### config.mk
export PLATFORM = sky130hd
export DESIGN_NAME = sorted_timer_queue_top
export DESIGN_NICKNAME = d
export VERILOG_FILES = /design/src/stq_pkg.sv /design/src/stq_front.sv /design/src/stq_back.sv /design/src/sorted_timer_queue_top.sv
export SDC_FILE = /design/constraint.sdc
export NUM_CORES = 2
export LEC_CHECK = 0
export ABC_AREA = 0
export BUFFER_PORTS_ARGS = -buffer_cell sky130_fd_sc_hd__buf_2
export CAP_MARGIN = 20
export CORE_AREA = 2 2 436 438
export CTS_CLUSTER_SIZE = 40
export DETAILED_ROUTE_END_ITERATION = 6
export DIE_AREA = 0 0 438 440
export GPL_ROUTABILITY_DRIVEN = 0
export PLACE_DENSITY_LB_ADDON = 0.05
export SLEW_MARGIN = 10
export SYNTH_ARGS = -nofsm -noshare
export SYNTH_HDL_FRONTEND = slang
export SYNTH_SLANG_ARGS = --single-unit
### constraint.sdc
create_clock -name clk_i -period 9.95 [get_ports clk_i]
set_clock_uncertainty 0.15 [all_clocks]
set_input_delay 1.99 -clock clk_i [delete_from_list [all_inputs] [get_ports clk_i]]
set_output_delay 1.99 -clock clk_i [all_outputs]
set_load 0.01 [all_outputs]
### src/stq_pkg.sv
package stq_pkg;

  localparam int unsigned SLOTS       = 16;
  localparam int unsigned MAX_RESULTS = 16;
  localparam int unsigned SLOT_W      = (SLOTS > 1) ? $clog2(SLOTS) : 1;
  localparam int unsigned CNT_W       = $clog2(SLOTS + 1);
  localparam int unsigned RES_W       = $clog2(MAX_RESULTS + 1);
  localparam int unsigned TIME_W      = 32;

  localparam logic       CMD_START = 1'b0;
  localparam logic       CMD_TICK  = 1'b1;

  localparam logic [1:0] KIND_FIRED    = 2'd0;
  localparam logic [1:0] KIND_ACCEPTED = 2'd1;
  localparam logic [1:0] KIND_FULL     = 2'd2;

  typedef struct packed {
    logic        cmd;
    logic [7:0]  timer_id;
    logic [15:0] period;
    logic        periodic;
  } stq_in_t;

  typedef struct packed {
    logic [1:0] kind;
    logic [7:0] fired_id;
    logic       last;
  } stq_out_t;

  typedef struct packed {
    logic [TIME_W-1:0] deadline;
    logic [15:0]       period;
    logic              periodic;
    logic [7:0]        ident;
  } stq_entry_t;

endpackage

### src/stq_front.sv
module stq_front (
  input  logic             clk_i,
  input  logic             rst_ni,
  input  logic             in_valid_i,
  output logic             in_ready_o,
  input  stq_pkg::stq_in_t in_data_i,
  output logic             cmd_valid_o,
  input  logic             cmd_ready_i,
  output stq_pkg::stq_in_t cmd_data_o
);
  import stq_pkg::*;

  // two-deep command queue; period of zero is normalised to one on entry
  stq_in_t    buf_q [2];
  logic       wr_ptr_q, rd_ptr_q;
  logic [1:0] cnt_q;
  logic       push, pop;
  stq_in_t    norm;

  always_comb begin
    norm = in_data_i;
    if (in_data_i.period == 16'd0) begin
      norm.period = 16'd1;
    end
  end

  assign in_ready_o  = (cnt_q != 2'd2);
  assign cmd_valid_o = (cnt_q != 2'd0);
  assign cmd_data_o  = buf_q[rd_ptr_q];
  assign push        = in_valid_i && in_ready_o;
  assign pop         = cmd_valid_o && cmd_ready_i;

  always_ff @(posedge clk_i) begin
    if (push) begin
      buf_q[wr_ptr_q] <= norm;
    end
  end

  always_ff @(posedge clk_i or negedge rst_ni) begin
    if (!rst_ni) begin
      wr_ptr_q <= 1'b0;
      rd_ptr_q <= 1'b0;
      cnt_q    <= 2'd0;
    end else begin
      if (push) wr_ptr_q <= ~wr_ptr_q;
      if (pop)  rd_ptr_q <= ~rd_ptr_q;
      case ({push, pop})
        2'b10:   cnt_q <= cnt_q + 2'd1;
        2'b01:   cnt_q <= cnt_q - 2'd1;
        default: cnt_q <= cnt_q;
      endcase
    end
  end

endmodule

### src/stq_back.sv
module stq_back (
  input  logic              clk_i,
  input  logic              rst_ni,
  input  logic              cmd_valid_i,
  output logic              cmd_ready_o,
  input  stq_pkg::stq_in_t  cmd_data_i,
  output logic              out_valid_o,
  input  logic              out_ready_i,
  output stq_pkg::stq_out_t out_data_o
);
  import stq_pkg::*;

  typedef enum logic [2:0] {
    S_IDLE, S_SEARCH, S_INSERT, S_CHECK, S_POP, S_REKEY, S_EMIT
  } state_e;

  localparam logic [TIME_W-1:0] HALF = {1'b1, {(TIME_W-1){1'b0}}};

  state_e            state_q, state_d;
  stq_entry_t        slot_q [SLOTS];
  stq_entry_t        new_q, new_d;
  logic [TIME_W-1:0] now_q, now_d;
  logic [TIME_W-1:0] key_q, key_d;
  logic [CNT_W-1:0]  occ_q, occ_d;
  logic [SLOT_W-1:0] pos_q, pos_d;
  logic [RES_W-1:0]  n_q, n_d;
  logic              tick_q, tick_d;
  logic              pend_q, pend_d;
  logic              cont_q, cont_d;
  stq_out_t          res_q, res_d;
  logic              out_valid_q, out_valid_d;
  stq_out_t          out_q, out_d;
  logic [TIME_W-1:0] cur_key, head_age;
  logic              cont_now, do_insert, do_pop, emit;

  assign cur_key  = (slot_q[pos_q].deadline - now_q) ^ HALF;
  assign head_age = now_q - slot_q[0].deadline;
  assign cont_now = (n_q < RES_W'(MAX_RESULTS)) && (occ_q != '0) && !head_age[TIME_W-1];

  assign cmd_ready_o = (state_q == S_IDLE);
  assign out_valid_o = out_valid_q;
  assign out_data_o  = out_q;

  always_comb begin
    state_d   = state_q;
    new_d     = new_q;
    now_d     = now_q;
    key_d     = key_q;
    occ_d     = occ_q;
    pos_d     = pos_q;
    n_d       = n_q;
    tick_d    = tick_q;
    pend_d    = pend_q;
    cont_d    = cont_q;
    res_d     = res_q;
    do_insert = 1'b0;
    do_pop    = 1'b0;
    emit      = 1'b0;
    case (state_q)
      S_IDLE: begin
        if (cmd_valid_i) begin
          if (cmd_data_i.cmd == CMD_TICK) begin
            now_d   = now_q + TIME_W'(1);
            n_d     = '0;
            pend_d  = 1'b0;
            tick_d  = 1'b1;
            state_d = S_CHECK;
          end else if (occ_q == CNT_W'(SLOTS)) begin
            res_d   = '{kind: KIND_FULL, fired_id: cmd_data_i.timer_id, last: 1'b1};
            cont_d  = 1'b0;
            tick_d  = 1'b0;
            state_d = S_EMIT;
          end else begin
            new_d   = '{deadline: now_q + TIME_W'(cmd_data_i.period),
                        period:   cmd_data_i.period,
                        periodic: cmd_data_i.periodic,
                        ident:    cmd_data_i.timer_id};
            key_d   = HALF | TIME_W'(cmd_data_i.period);
            pos_d   = '0;
            tick_d  = 1'b0;
            state_d = S_SEARCH;
          end
        end
      end
      S_SEARCH: begin
        if ((CNT_W'(pos_q) < occ_q) && (cur_key <= key_q)) begin
          pos_d = pos_q + SLOT_W'(1);
        end else begin
          state_d = S_INSERT;
        end
      end
      S_INSERT: begin
        do_insert = 1'b1;
        occ_d     = occ_q + CNT_W'(1);
        if (tick_q) begin
          state_d = S_CHECK;
        end else begin
          res_d   = '{kind: KIND_ACCEPTED, fired_id: new_q.ident, last: 1'b1};
          cont_d  = 1'b0;
          state_d = S_EMIT;
        end
      end
      S_CHECK: begin
        cont_d = cont_now;
        if (pend_q) begin
          res_d.last = !cont_now;
          state_d    = S_EMIT;
        end else if (cont_now) begin
          state_d = S_POP;
        end else begin
          state_d = S_IDLE;
        end
      end
      S_POP: begin
        do_pop         = 1'b1;
        new_d          = slot_q[0];
        new_d.deadline = slot_q[0].deadline + TIME_W'(slot_q[0].period);
        occ_d          = occ_q - CNT_W'(1);
        n_d            = n_q + RES_W'(1);
        pend_d         = 1'b1;
        res_d          = '{kind: KIND_FIRED, fired_id: slot_q[0].ident, last: 1'b0};
        state_d        = slot_q[0].periodic ? S_REKEY : S_CHECK;
      end
      S_REKEY: begin
        key_d   = (new_q.deadline - now_q) ^ HALF;
        pos_d   = '0;
        state_d = S_SEARCH;
      end
      S_EMIT: begin
        if (!out_valid_q || out_ready_i) begin
          emit    = 1'b1;
          pend_d  = 1'b0;
          state_d = cont_q ? S_POP : S_IDLE;
        end
      end
      default: state_d = S_IDLE;
    endcase
  end

  always_comb begin
    out_d       = emit ? res_q : out_q;
    out_valid_d = emit || (out_valid_q && !out_ready_i);
  end

  // slot store: insert shifts the tail up, pop shifts everything down by one
  always_ff @(posedge clk_i) begin
    for (int i = 0; i < SLOTS; i++) begin
      if (do_insert) begin
        if (SLOT_W'(i) == pos_q) begin
          slot_q[i] <= new_q;
        end else if ((i > 0) && (SLOT_W'(i) > pos_q) && (CNT_W'(i) <= occ_q)) begin
          slot_q[i] <= slot_q[(i > 0) ? i - 1 : 0];
        end
      end else if (do_pop && (i < SLOTS - 1)) begin
        slot_q[i] <= slot_q[(i < SLOTS - 1) ? i + 1 : i];
      end
    end
  end

  always_ff @(posedge clk_i) begin
    new_q <= new_d;
    key_q <= key_d;
    res_q <= res_d;
    out_q <= out_d;
    pos_q <= pos_d;
  end

  always_ff @(posedge clk_i or negedge rst_ni) begin
    if (!rst_ni) begin
      state_q     <= S_IDLE;
      now_q       <= '0;
      occ_q       <= '0;
      n_q         <= '0;
      tick_q      <= 1'b0;
      pend_q      <= 1'b0;
      cont_q      <= 1'b0;
      out_valid_q <= 1'b0;
    end else begin
      state_q     <= state_d;
      now_q       <= now_d;
      occ_q       <= occ_d;
      n_q         <= n_d;
      tick_q      <= tick_d;
      pend_q      <= pend_d;
      cont_q      <= cont_d;
      out_valid_q <= out_valid_d;
    end
  end

  a_occ_bound: assert property (@(posedge clk_i) disable iff (!rst_ni)
    occ_q <= CNT_W'(SLOTS)) else $error("occupancy above slot count");

  a_insert_room: assert property (@(posedge clk_i) disable iff (!rst_ni)
    state_q == S_INSERT |-> occ_q < CNT_W'(SLOTS)) else $error("insert into full queue");

  a_pos_bound: assert property (@(posedge clk_i) disable iff (!rst_ni)
    state_q == S_SEARCH |-> CNT_W'(pos_q) <= occ_q) else $error("search past tail");

  a_pop_nonempty: assert property (@(posedge clk_i) disable iff (!rst_ni)
    state_q == S_POP |-> (occ_q != '0) && (n_q < RES_W'(MAX_RESULTS)))
    else $error("pop without due entry");

  a_emit_pending: assert property (@(posedge clk_i) disable iff (!rst_ni)
    (state_q == S_EMIT) && tick_q |-> pend_q) else $error("tick emit with nothing popped");

endmodule

### src/sorted_timer_queue_top.sv
// Sorted timer queue: start transfers (cmd 0) insert a timer due at now+period behind all
// entries due no later, answering one accepted or full result with last set; tick transfers
// (cmd 1) advance time by one and report each due timer in deadline order, at most sixteen
// per tick, re-queueing periodic ones. Input transfers pass through a two-deep command queue.
// A start walks the queued entries due no later than the new one before inserting it; a tick
// pops each due timer and walks the slots again to re-insert a periodic one. The slot walk
// compares one slot per cycle.
module sorted_timer_queue_top (
  input  logic              clk_i,
  input  logic              rst_ni,
  input  logic              in_valid_i,
  output logic              in_ready_o,
  input  stq_pkg::stq_in_t  in_data_i,
  output logic              out_valid_o,
  input  logic              out_ready_i,
  output stq_pkg::stq_out_t out_data_o
);
  import stq_pkg::*;

  logic    cmd_valid, cmd_ready;
  stq_in_t cmd_data;

  stq_front u_front (
    .clk_i       (clk_i),
    .rst_ni      (rst_ni),
    .in_valid_i  (in_valid_i),
    .in_ready_o  (in_ready_o),
    .in_data_i   (in_data_i),
    .cmd_valid_o (cmd_valid),
    .cmd_ready_i (cmd_ready),
    .cmd_data_o  (cmd_data)
  );

  stq_back u_back (
    .clk_i       (clk_i),
    .rst_ni      (rst_ni),
    .cmd_valid_i (cmd_valid),
    .cmd_ready_o (cmd_ready),
    .cmd_data_i  (cmd_data),
    .out_valid_o (out_valid_o),
    .out_ready_i (out_ready_i),
    .out_data_o  (out_data_o)
  );

endmodule

* Yosys cells after proc, flatten, opt, wreduce, memory -nomap -nowiden *
Memory sizes are Yosys's and may differ from the RTL's. A register that Yosys moved wholly into a read port is not among the register bits.
Cells that the tools add are included.

cells by class
  reductions and logical operators = 52
  muxes and demuxes = 195
  $add $sub $neg = 12
  order comparisons = 33
  bitwise operators = 34
  equality and inequality tests = 35

operator list
  operator                                                        count
  two-way mux 57 bit                                              33
  two-way mux 1 bit                                               126
  one-hot mux 57 bit (2 select lines)                             1
  two-way mux 32 bit                                              3
  subtractor 32 bit                                               3
  adder 32 x 16 -> 32 bit                                         2
  one-hot mux 32 bit (2 select lines)                             1
  two-way mux 11 bit                                              4
  less-or-equal comparator 4 x 5 -> 1 bit (first input constant)  8
  adder 32 x 1 -> 32 bit (second input constant)                  1
  equality test 4 bit (first input constant)                      8
  > comparator 4 bit (first input constant)                       8
  less-or-equal comparator 32 bit                                 1
  two-way mux 3 bit                                               10
  OR 1 bit                                                        30
  one-hot mux 10 bit (3 select lines)                             1
  logical AND 1 bit                                               21
  one-hot mux 3 bit (7 select lines)                              1
  less-or-equal comparator 3 x 5 -> 1 bit (first input constant)  4
  two-way mux 4 bit                                               5
  one-hot mux 5 bit (2 select lines)                              2
  equality test 3 x 4 -> 1 bit (first input constant)             4
  > comparator 3 x 4 -> 1 bit (first input constant)              4
  logical NOT 16 bit                                              1
  41 further kinds                                                79

word-level totals
  memories = 2
  bits in registers = 168
  output and inout port bits = 13
  bits in writable memories = 964
  word-level logic and storage cells = 386
  bits of input ports = 30

memories
  memory         depth  width  read ports  clocked after memory_dff  wr ports  RTL line         source
  u_back.slot_q  16     57     17          1                         16        stq_back.sv:20   stq_entry_t slot_q [SLOTS];
  u_front.buf_q  2      26     1           0                         1         stq_front.sv:14  stq_in_t buf_q [2];

* Longest topological paths before layout *
  depth after elaboration = 8
  mapped depth = 29
  depth with buffers taken out = 24

* Modules after synthesis *
A second synthesis with hierarchy kept.

unflattened totals
  cells, all modules = 5890
  area, all modules = 65295.1 um^2

by module, submodules not included
  module     area each (um^2)  instances  sequential area each (um^2)  cells each
  stq_back   63118.0           1          32145.8                      5772
  stq_front  2177.1            1          1661.6                       118

* Worst setup path before layout *
Ideal clock, no wire load.

  path kind = flip-flop to flip-flop
  from = register (tool-made name)
  to = register u_back.pos_q[0] (enable)
  period minus slack after synthesis = 6930 ps
  library setup time = 304 ps
  cell stages (with the launch flop) = 27
  arrival time = 6476 ps
  path slack = 3020 ps
  buffers on the path = 5
  data required time = 9496 ps
  cells stage by stage = dfxtp_1 -> buf_2 -> buf_2 -> buf_1 -> buf_2 -> mux4_2 -> mux4_2 -> ha_1 -> or4_1 -> o21ai_0 -> a21oi_1 -> a41o_1 -> a211oi_1 -> o21ai_0 -> a21oi_1 -> xnor2_1 -> ha_1 -> a21o_1 -> a21o_1 -> a21o_1 -> a21o_1 -> a221oi_2 -> o221a_2 -> nor3_1 -> or4_1 -> buf_2 -> inv_1

RTL lines
  item                  RTL line         source
  end signal, assigned  stq_back.sv:165  pos_q <= pos_d;
  end, declared         stq_back.sv:25   logic [SLOT_W-1:0] pos_q, pos_d;

==> flow_metrics.env <==
export IMPL_cts_root_buf="clkbuf_16"
export IMPL_crit_buf_inv=2
export IMPL_ys_seq_area_frac=0.5169
export IMPL_fin_ws_ps=1801
export IMPL_avgRoutedWirePerCell_um=26.62
export IMPL_cp_common_cell="a21o_1"
export IMPL_antenna_found_initial=4
export IMPL_path_clk_slew_ps=60
export IMPL_cpPeakStageDelay_ps=880
export IMPL_cp_end_kind="flip-flop"
export IMPL_arrival_ps=8500
export IMPL_ir_drop_v=0.0002976
export IMPL_worst_pin_slew_ps=1129
export IMPL_syn_area_um2=65400
export IMPL_ys_ff_latch=1136
export IMPL_vias_per_cell=5.526
export IMPL_status="finished clean"
export IMPL_rsz0062_at_grt="false"
export IMPL_r2r_cells=22
export IMPL_cts_buffers=144
export IMPL_cts_sinks=1136
export IMPL_syn_area_per_cell_um2=11.11
export IMPL_critPathSlowestCell="o41ai_1"
export IMPL_antenna_left=0
export IMPL_cts_resized=0
export IMPL_h_tree_depth=4
export IMPL_syn_instance_count=5889
export IMPL_final_cell_mix="1,130 x nand2_1, 1,079 x edfxtp_1, 771 x mux2i_1"
export IMPL_async_flop_share=0.04665
export IMPL_drv_slew=0
export IMPL_clk_latency_ps=830
export IMPL_overflow=0
export IMPL_route_detailed_drc=0
export IMPL_synth_ff_type="edfxtp_1"
export IMPL_criticalPathCategory="flip-flop to flip-flop"
export IMPL_pwr_share_comb=0.462
export IMPL_syn_nets=6093
export IMPL_synth_edf_count=1079
export IMPL_cap_violations=0
export IMPL_post_route_min_period_ps=8149
export IMPL_dr_pass1_iters=6
export IMPL_cp_max_fo=26
export IMPL_cts_buffer_depth=3
export IMPL_clock_fmax_mhz=122.7
export IMPL_final_common_cell="nand2_1"
export IMPL_yosys_warnings=0
export IMPL_power_total_mw=30.18
export IMPL_drtIter0Drc=4037
export IMPL_worst_path_stages=22
export IMPL_vias=46090
export IMPL_cp_required_ps=10300
export IMPL_grt_max_degree=256
export IMPL_grt_pass1_wl_um=323600
export IMPL_rows=160
export IMPL_die_h_um=440
export IMPL_p_int_mw=17.06
export IMPL_cpLargestDelayFamily="compound AO/OA/AOI/OAI gates"
export IMPL_path_cells="buf_12 > mux4_2 > mux4_2 > ha_1 > nor2b_1 > o31a_1 > o31a_1 > o41ai_1 > a31oi_1 > a31oi_1 > a21oi_1 > a221oi_2 > xnor2_1 > ha_1 > a21o_1 > a21o_1 > a21o_1 > a221oi_2 > o221a_2 > nor3_1 > or4_1 > inv_1"
export IMPL_setup_violations=0
export IMPL_routed_wl_um=222000
export IMPL_p_sw_frac=0.4348
export IMPL_power_leakage_nw=25.14
export IMPL_cts_tree="done"
export IMPL_post_place_ws_ps=1673
export IMPL_nNetsFinal=5912
export IMPL_hold_viol=0
export IMPL_ios=43
export IMPL_track_usage=0.2274
export IMPL_crit_path_start_kind="flip-flop"
export IMPL_synth_cell_type_count=86
export IMPL_start_util=0.3468
export IMPL_hpwl_um=133400
export IMPL_post_cts_buffers=0
export IMPL_holdBufCountCts=0
export IMPL_hold_path_depth=0
export IMPL_period_share=0.8190
export IMPL_hold_path_class="flip-flop to flip-flop"
export IMPL_clkPwrFrac=0.174
export IMPL_die_w_um=438
export IMPL_port_buffers=42
export IMPL_fin_setup_tns_ps=0
export IMPL_switchingPower_mw=13.12
export IMPL_pwr_share_seq=0.363
export IMPL_die_area_um2=192700
export IMPL_area_growth_pct=11.02
export IMPL_slew_headroom=0.2474
export IMPL_drive_gt1_frac=0.1071
export IMPL_grt_pass1_vias=45380
export IMPL_core_area_um2=188600
export IMPL_power_density_nw_per_um2=415.6
export IMPL_rrSetupSlack_ps=1800
-- per-layer routing --
layer | up-vias | part of all wire | track usage | routed length, um
li1 | 21270 | - | - | -
met5 | - | 0 | 0 | 0
met4 | 0 | 0.019 | 0.04944 | 4214
met3 | 240 | 0.040 | 0.02889 | 8910
met2 | 1100 | 0.47 | 0.3686 | 103400
met1 | 23480 | 0.48 | 0.3246 | 105500
-- cell families (layout without fill, tap and decap cells) --
kind of cell,Yosys count,after routing,synth area share
AO/OA/AOI/OAI,1238,1238,0.1056
XOR/XNOR,151,151,0.02022
adder cells (fa/ha/maj),174,174,0.03375
buffers and inverters,595,535,0.03727
flip-flops,1136,1136,0.5169
multiplexers,1004,1004,0.1858
other,0,1,0
AND/OR/NAND/NOR,1591,1591,0.1005
-- Yosys cell counts, types with 50 or more instances --
cell      instances  area [um2]
nand2_1        1133        4253
o21ai_1          59       295.3
ha_1            170        2127
clkbuf_1        345        1295
mux2i_1         771        7717
buf_2            57       285.3
mux2_2           71       799.5
xnor2_1         115        1007
o21ai_0         768        3844
a21o_1           50       375.4
mux4_2          160        3603
edfxtp_1       1079       32400
nor2_1          230       863.3
dfrtp_1          53        1326
inv_1           137       514.2
a21oi_1         142       710.7
a31oi_1          71       444.2
-- path summary, 6_finish.rpt --
path | from | endpoint
max | flip-flop | u_back.pos_q[3]$_DFFE_PP_
min | u_back.res_q[7]$_DFFE_PP_ | u_back.out_data_o[7]$_DFFE_PP_
max reg2reg | flip-flop | u_back.pos_q[3]$_DFFE_PP_
min reg2reg | u_back.res_q[7]$_DFFE_PP_ | u_back.out_data_o[7]$_DFFE_PP_
max in group asynchronous | rst_ni | u_front.rd_ptr_q$_DFFE_PN0P_
min in group asynchronous | rst_ni | u_back.now_q[30]$_DFFE_PN0P_
-- final cells by class --
cell class                 count  area, um2
antenna                        1      2.502
multi-input combinational   4158      29480
timing repair buffer         130      960.9
fill                       18450     116000
sequential                  1136      33820
tap                         2511       3142
inverter                     138      519.2
clock buffer                 190       3796
clock inverter                77      888.4
-- through the flow --
step	hold slack [ps]	utilization	instances	cell area, um2
6_report	267.5	0.3850	8341	72610
4_1_cts	269.1	0.3849	8339	72590
2_1_floorplan	250.3	-	5889	65400
3_3_place_gp	253.5	0.3600	8071	67900
3_5_place_dp	254.5	0.3601	8072	67900
5_1_grt	278.0	0.3850	8341	72610
-- power by group through the flow --
stage	Clock [mW]	Sequential [mW]	Combinational (mW)
after global placement	0	11.1	13.9
after detailed placement	0	11.1	14.0
after CTS	5.40	11.0	14.1
after floorplan	0	9.95	9.75
final	5.26	11.0	13.9
after global routing	5.57	11.3	15.3
-- state kept, by name, summed over array words and instances (netlist names), 2 cells and up, named ones only --
signal             count
u_back.key_q          32
u_back.slot_q        912
u_back.out_data_o     11
u_back.n_q             5
u_back.now_q          32
u_front.cnt_q          2
u_back.state_q         3
u_back.occ_q           5
u_back.pos_q           4
u_back.res_q          11
u_front.buf_q         52
u_back.new_q          57
Note: power is estimated with default switching activity, not from simulation.
